File: src/rtl/core/ssd_pkg.sv
// Shared types, constants and the symbol lookup for the seed string decoder.
package ssd_pkg;

  localparam int unsigned CharW  = 8;
  localparam int unsigned SymW   = 5;
  localparam int unsigned SeedW  = 32;
  localparam int unsigned NumChr = 9;

  localparam logic [CharW-1:0] SEED_LEN  = 8'd9;
  localparam logic [CharW-1:0] SEP_CHAR  = 8'h20;
  localparam logic [SeedW-1:0] SEED_MASK = 32'h0FEF_7FFD;

  // Result status codes.
  typedef enum logic [2:0] {
    ST_OK           = 3'd0,
    ST_BAD_LENGTH   = 3'd1,
    ST_NO_SEPARATOR = 3'd2,
    ST_BAD_CHAR     = 3'd3,
    ST_CHECK        = 3'd4
  } decode_status_t;

  // One looked-up character: valid flag and 5-bit symbol value.
  typedef struct packed {
    logic            valid;
    logic [SymW-1:0] val;
  } sym_t;

  // Commands from the controller to the datapath.
  typedef struct packed {
    logic load;
    logic decode;
    logic step;
    logic finish;
  } dp_cmd_t;

  // Status from the datapath to the controller.
  typedef struct packed {
    logic early_fail;
    logic r_zero;
    logic out_busy;
  } dp_stat_t;

  // Maps a character byte onto the case-sensitive 32-symbol alphabet.
  function automatic sym_t sym_lookup(input logic [CharW-1:0] c);
    sym_t s;
    s.valid = 1'b1;
    s.val   = '0;
    unique case (c)
      "A": s.val = 5'd0;
      "B": s.val = 5'd1;
      "C": s.val = 5'd2;
      "D": s.val = 5'd3;
      "E": s.val = 5'd4;
      "F": s.val = 5'd5;
      "G": s.val = 5'd6;
      "H": s.val = 5'd7;
      "J": s.val = 5'd8;
      "K": s.val = 5'd9;
      "L": s.val = 5'd10;
      "M": s.val = 5'd11;
      "N": s.val = 5'd12;
      "P": s.val = 5'd13;
      "Q": s.val = 5'd14;
      "R": s.val = 5'd15;
      "S": s.val = 5'd16;
      "T": s.val = 5'd17;
      "W": s.val = 5'd18;
      "X": s.val = 5'd19;
      "Y": s.val = 5'd20;
      "Z": s.val = 5'd21;
      "0": s.val = 5'd22;
      "1": s.val = 5'd23;
      "2": s.val = 5'd24;
      "3": s.val = 5'd25;
      "4": s.val = 5'd26;
      "V": s.val = 5'd27;
      "6": s.val = 5'd28;
      "7": s.val = 5'd29;
      "8": s.val = 5'd30;
      "9": s.val = 5'd31;
      default: s.valid = 1'b0;
    endcase
    return s;
  endfunction

endpackage

File: src/rtl/core/seed_string_decoder_core.sv
// Top level of the seed string decoder: controller plus datapath.
//
// Usage: one input transaction on the s_ group carries a seed string
// (length byte and nine character bytes); one result transaction on the
// m_ group carries the 32-bit seed and a 3-bit status for it.
// Status: 0 ok, 1 bad length, 2 no separator, 3 invalid character,
// 4 check mismatch; the seed is zero whenever the status is not ok.
// Sequence: after the accepting edge come a decode state, up to seven
// check rounds (one per cycle, until the remainder of the 32-bit seed
// shifted by 5 reaches zero; none when the string was rejected early),
// a check state that sees the remainder exhausted or the early failure,
// and a finish state that loads the output register and raises m_tvalid.
// Flow: one transaction at a time; s_tready is high only while the
// controller is idle, so a string is taken only once the last one is done.
// Reset (rst, synchronous, active high) returns the controller to idle and
// empties the output register.
// When the receiver stalls, the result is held in the output register and
// the next string is still accepted and worked on; it then waits before
// its own output cycle until the held result has been taken.
module seed_string_decoder_core (
  input  logic        clk,
  input  logic        rst,
  input  logic        s_tvalid,
  output logic        s_tready,
  // [7:0] text_length, [15:8] char_0, [23:16] char_1, ..., [79:72] char_8
  input  logic [79:0] s_tdata,
  output logic        m_tvalid,
  input  logic        m_tready,
  // [31:0] seed_value, [34:32] decode_status, [39:35] zero
  output logic [39:0] m_tdata
);
  import ssd_pkg::*;

  dp_cmd_t     cmd;
  dp_stat_t    stat;
  logic [31:0] seed_value;
  logic [2:0]  decode_status;

  ssd_ctrl u_ctrl (
    .clk      (clk),
    .rst      (rst),
    .in_valid (s_tvalid),
    .in_ready (s_tready),
    .cmd      (cmd),
    .stat     (stat)
  );

  ssd_dp u_dp (
    .clk        (clk),
    .rst        (rst),
    .cmd        (cmd),
    .stat       (stat),
    .in_data    (s_tdata),
    .out_valid  (m_tvalid),
    .out_ready  (m_tready),
    .out_seed   (seed_value),
    .out_status (decode_status)
  );

  assign m_tdata = {5'b0, decode_status, seed_value};

endmodule

File: src/rtl/core/ssd_dp.sv
// Datapath of the seed string decoder: input capture, symbol decode, check rounds, output.
module ssd_dp (
  input  logic                clk,
  input  logic                rst,
  input  ssd_pkg::dp_cmd_t    cmd,
  output ssd_pkg::dp_stat_t   stat,
  input  logic [79:0]         in_data,
  output logic                out_valid,
  input  logic                out_ready,
  output logic [31:0]         out_seed,
  output logic [2:0]          out_status
);
  import ssd_pkg::*;

  logic [CharW-1:0] len;
  logic [CharW-1:0] chr [NumChr];

  logic [SeedW-1:0] seed;
  logic [CharW-1:0] expect_chk;
  decode_status_t   early_status;
  logic             early_fail;
  logic [SeedW-1:0] r;
  logic [CharW-1:0] d;

  sym_t             sym [8];
  logic [SymW-1:0]  v   [8];
  logic [SeedW-1:0] seed_comb;
  decode_status_t   status_comb;
  logic [CharW-1:0] d_sum;
  logic [CharW-1:0] d_rot;

  // Look up the eight non-separator characters in parallel.
  always_comb begin
    for (int i = 0; i < 8; i++) begin
      sym[i] = sym_lookup((i < 4) ? chr[i] : chr[i+1]);
      v[i]   = sym[i].val;
    end
  end

  // Pack the first 32 symbol bits, XOR them with SEED_MASK, and pick the first failure in order.
  always_comb begin
    seed_comb = {v[0], v[1], v[2], v[3], v[4], v[5], v[6][4:3]} ^ SEED_MASK;
    status_comb = ST_OK;
    if (len != SEED_LEN) begin
      status_comb = ST_BAD_LENGTH;
    end else if (chr[4] != SEP_CHAR) begin
      status_comb = ST_NO_SEPARATOR;
    end else begin
      for (int i = 0; i < 8; i++) begin
        if (!sym[i].valid) begin
          status_comb = ST_BAD_CHAR;
        end
      end
    end
  end

  // One check round: add the low byte of the remainder, then rotate left.
  assign d_sum = r[CharW-1:0] + d;
  assign d_rot = {d_sum[CharW-2:0], d_sum[CharW-1]};

  // Payload registers.
  always_ff @(posedge clk) begin
    if (cmd.load) begin
      len <= in_data[7:0];
      for (int i = 0; i < NumChr; i++) begin
        chr[i] <= in_data[8*(i+1) +: 8];
      end
    end
    if (cmd.decode) begin
      seed         <= seed_comb;
      expect_chk   <= {v[6][2:0], v[7]};
      early_status <= status_comb;
      early_fail   <= (status_comb != ST_OK);
      r            <= seed_comb;
      d            <= '0;
    end else if (cmd.step) begin
      r <= r >> SymW;
      d <= d_rot;
    end
    if (cmd.finish) begin
      if (early_fail) begin
        out_status <= early_status;
        out_seed   <= '0;
      end else if (d != expect_chk) begin
        out_status <= ST_CHECK;
        out_seed   <= '0;
      end else begin
        out_status <= ST_OK;
        out_seed   <= seed;
      end
    end
  end

  // Output register occupancy.
  always_ff @(posedge clk) begin
    if (rst) begin
      out_valid <= 1'b0;
    end else if (cmd.finish) begin
      out_valid <= 1'b1;
    end else if (out_ready) begin
      out_valid <= 1'b0;
    end
  end

  assign stat.early_fail = early_fail;
  assign stat.r_zero     = (r == '0);
  assign stat.out_busy   = out_valid & ~out_ready;

endmodule

File: src/rtl/core/ssd_ctrl.sv
// Controller state machine of the seed string decoder.
module ssd_ctrl (
  input  logic              clk,
  input  logic              rst,
  input  logic              in_valid,
  output logic              in_ready,
  output ssd_pkg::dp_cmd_t  cmd,
  input  ssd_pkg::dp_stat_t stat
);
  import ssd_pkg::*;

  typedef enum logic [1:0] {
    S_IDLE,
    S_DECODE,
    S_CHECK,
    S_FINISH
  } state_t;

  state_t state;

  assign in_ready = (state == S_IDLE);

  // Commands follow from the state and the datapath status.
  always_comb begin
    cmd        = '0;
    cmd.load   = (state == S_IDLE) && in_valid;
    cmd.decode = (state == S_DECODE);
    cmd.step   = (state == S_CHECK) && !stat.early_fail && !stat.r_zero;
    cmd.finish = (state == S_FINISH) && !stat.out_busy;
  end

  // State register.
  always_ff @(posedge clk) begin
    if (rst) begin
      state <= S_IDLE;
    end else begin
      unique case (state)
        S_IDLE: begin
          if (in_valid) begin
            state <= S_DECODE;
          end
        end
        S_DECODE: begin
          state <= S_CHECK;
        end
        S_CHECK: begin
          if (stat.early_fail || stat.r_zero) begin
            state <= S_FINISH;
          end
        end
        S_FINISH: begin
          if (!stat.out_busy) begin
            state <= S_IDLE;
          end
        end
        default: state <= S_IDLE;
      endcase
    end
  end

`ifndef SYNTHESIS
  // An accepted transaction is decoded in the very next cycle.
  a_load_decode: assert property (@(posedge clk) disable iff (rst)
    cmd.load |=> cmd.decode)
    else $error("decode did not follow load");

  // The output register is never overwritten while its result waits.
  a_no_overwrite: assert property (@(posedge clk) disable iff (rst)
    cmd.finish |-> !stat.out_busy)
    else $error("finish while output busy");

  // A check round never runs on an exhausted remainder.
  a_step_nonzero: assert property (@(posedge clk) disable iff (rst)
    cmd.step |-> !stat.r_zero)
    else $error("check step with zero remainder");

  // No new transaction is taken while one is in progress.
  a_single_item: assert property (@(posedge clk) disable iff (rst)
    (cmd.decode || cmd.step || cmd.finish) |-> !in_ready)
    else $error("input ready during processing");
`endif

endmodule
File: config.mk
export PLATFORM = sky130hd
export DESIGN_NAME = seed_string_decoder_core
export DESIGN_NICKNAME = d
export VERILOG_FILES = /design/src/rtl/core/ssd_pkg.sv /design/src/rtl/core/seed_string_decoder_core.sv /design/src/rtl/core/ssd_dp.sv /design/src/rtl/core/ssd_ctrl.sv
export SDC_FILE = /design/constraint.sdc
export NUM_CORES = 1
export LEC_CHECK = 0
export BUFFER_PORTS_ARGS = -buffer_cell sky130_fd_sc_hd__buf_2
export CAP_MARGIN = 20
export CORE_ASPECT_RATIO = 1.75
export CORE_UTILIZATION = 64
export CTS_CLUSTER_SIZE = 24
export DETAILED_ROUTE_END_ITERATION = 16
export GPL_TIMING_DRIVEN = 0
export PLACE_DENSITY = 0.86
export SLEW_MARGIN = 40
export SYNTH_ARGS = -nofsm -noshare
export SYNTH_HDL_FRONTEND = slang
export SYNTH_SLANG_ARGS = --single-unit
File: constraint.sdc
create_clock -name clk -period 10.3 [get_ports clk]
set_input_delay 1.545 -clock clk [delete_from_list [all_inputs] [get_ports clk]]
set_output_delay 1.545 -clock clk [all_outputs]
set_load 0.01 [all_outputs]
==> results.toml <==
[floorplanning]
rows = 63
start_util = 0.657
dieHeight_um = 177
dieArea_sq_um = 18000
ios = 126
coreArea_sq_um = 17000
fp.dieW_um = 102

[grt]
grt-ovfl-total = 0
track_usage = 0.298
grt_pass1_vias = 8468
use_met2 = 0.539
grtUsageMet3 = 0.0348
grt_util_met1 = 0.326
grt_max_degree = 49
antenna_found_initial = 0
grt_pass1_wl_um = 41800
top_usage_layer = "met2"

[clocking]
cts_tree = "done"
clock-root-buffer = "clkbuf_16"
clk_latency_ns = 0.50
post_cts_resized = 0
clock-sinks = 201
cts_buffer_depth = 3
post_cts_buffers = 0
hold_buffers = 0
h-tree-depth = 1
clk_pin_slew_worst_paths_ns = 0.07
cts_buffers = 20

[place]
place_congestion = 0.953
io_buffers = 120
post-dp-hpwl_um = 19400
dp_slack_ns = 7.37

[timing]
finalSetupViolCount = 0
tightest_slew_ns = 0.825
fmax_mhz = 334
fin_skew_ns = 0.0226
setup_ws_ns = 7.31
period_minus_slack_ns = 2.99
finalMaxSlewViolations = 0
relSlewSlack = 0.446
hold_violations = 0
setup_tns_ns = 0
rsz0062_at_grt = "false"
period_share = 0.291

[worst_setup_path]
path_cells = "inv_1 -> ha_1 -> buf_2"
slowest_delay_ns = 0.44
startpoint_type = "flop"
worstSetupPathType = "flop to output port"
path_max_fanout = 4
end_kind = "output port"
crit_required_ns = 8.76
worstPathArrival_ns = 1.45
critPathSlowestCell = "dfxtp_1"

[synth]
netlist_area_sq_um = 11200
synth-simple-area-share = 0.199
synth_edf_count = 190
netlist_instances = 1038
synth.area.mux_share = 0.0313
synth_warnings = 0
synth-seq-cells = 201
synth_top_flop_cell = "edfxtp_1"
avgSynthCellArea_sq_um = 10.8
synth_top_family_by_area = "simple AND/OR/NAND/NOR gates"
synth-compound-area-share = 0.163
ys_types = 90
synth_fa_ha_area_frac = 0.0141
ys_seq_area_frac = 0.529
ys_async_sr_fraction = 0
synth_xor_area_frac = 0.0188

[drt]
first_pass_iters = 9
wl_um = 26900
viasPerCell = 6.34
antenna_left = 0
via_count = 9048
route.detailed.drc = 0
drtIter0Drc = 631
routedWlPerCell_um = 18.8

[hold_path]
hp-class = "flop to flop"

[layout]
final_cell_mix = "edfxtp_1, buf_2, nor2_1, o21ai_0"
syn_to_final_growth_pct = 14.7
utilization = 0.754
nets = 1283
drive_gt1_frac = 0.194
layout_commonest_cell = "edfxtp_1"
n_antenna_cell = 0

[flow_run]
drv_cap = 0

[pwr]
cellLeakagePower_nw = 4.53
ir_worst_vdd_mv = 0.174
power_density_nw_per_um2 = 230

[status]
status = "complete, no violations"
## final cells by class
type                    count  area [sq um]
flip-flops and latches    201          5930
clock buffers              21           526
clock inverters            15           141
plain buffers              83           378
fillers                  1210          4190
multi-input cells         726          4810
repair buffers            123           656
inverters                  32           120
well taps                 227           284
## metrics by stage
step	cells	total power, W	instance area (sq um)	hold slack, ns
global route	1428	0.00309	12800	0.532
finish	1428	0.00296	12800	0.518
floorplan	1042	0.00193	11200	0.479
global placement	1389	0.00217	12100	0.499
CTS	1428	0.00295	12800	0.516
detailed placement	1392	0.00221	12200	0.503
## registers in the layout (all words and copies together) (netlist names)
name,cells
u_ctrl.state,2
u_dp.chr,72
u_dp.d,8
u_dp.early_fail,1
u_dp.early_status,2
u_dp.expect_chk,8
u_dp.len,8
u_dp.out_seed,32
u_dp.out_status,3
u_dp.out_valid,1
u_dp.r,32
u_dp.seed,32
## worst paths after layout
check / depth (start not counted) / startpoint / slack (ns) / to
setup / recovery: 3 / u_ctrl.state[0] / 7.31 / s_tready
hold / removal: 1 / u_dp.seed[10] / 0.52 / u_dp.out_seed[10]
setup reg to reg: 6 / u_ctrl.state[1] / 7.33 / u_dp.r[13]
hold reg to reg: 1 / u_dp.seed[10] / 0.52 / u_dp.out_seed[10]
## cells in the mapped netlist (all sizes together) (8+ instances only)
| master | count | area [sq um] |
|---|---|---|
| nor3 | 34 | 175 |
| nand4bb | 13 | 163 |
| mux2 | 24 | 270 |
| a31oi | 19 | 119 |
| o211ai | 13 | 103 |
| o22ai | 9 | 56.3 |
| nand2b | 36 | 225 |
| buf | 42 | 224 |
| mux2i | 8 | 80.1 |
| dfxtp | 11 | 220 |
| o21ai | 53 | 265 |
| and2 | 43 | 269 |
| a211oi | 11 | 87.6 |
| nor2b | 33 | 206 |
| nand2 | 47 | 176 |
| edfxtp | 190 | 5710 |
| nor2 | 88 | 330 |
| o32ai | 10 | 87.6 |
| clkbuf | 41 | 154 |
| nand3b | 8 | 60.1 |
| xnor2 | 18 | 158 |
| nor4 | 14 | 87.6 |
| nor3b | 11 | 104 |
| nand3 | 22 | 110 |
| a21o | 12 | 90.1 |
| ha | 11 | 138 |
| inv | 31 | 116 |
| a21oi | 46 | 230 |
| nand4 | 13 | 81.3 |
## critical path: cells and delay by family (launching register included)
kind	cells	cell delay, ns
buffers and inverters	2	0.25
adder cells (fa/ha/maj)	1	0.25
flip-flops	1	0.44
## routing by layer
layer | wire length (um) | vias up
met5 | 0 | -
met4 | 1580 | 0
met3 | 1550 | 121
met2 | 14400 | 461
met1 | 9350 | 4237
li1 | - | 4229
## kinds of logic after synthesis
logic type | count (synthesis)
adders and majority gates | 12
other | 1
buffers and inverters | 115
xor gates and xnor gates | 24
muxes | 32
DFF | 201
AOI/OAI and AO/OA | 262
and+or+nand+nor | 391
## report_power, final
part / switching [W] / internal [W] / leakage [nW] / total (W)
sequential: 0.000117 / 0.00117 / 1.81 / 0.00129
clock: 0.000314 / 0.000425 / 0.319 / 0.000739
combinational: 0.000585 / 0.000345 / 2.40 / 0.000930
(Power assumes the default switching activity.)
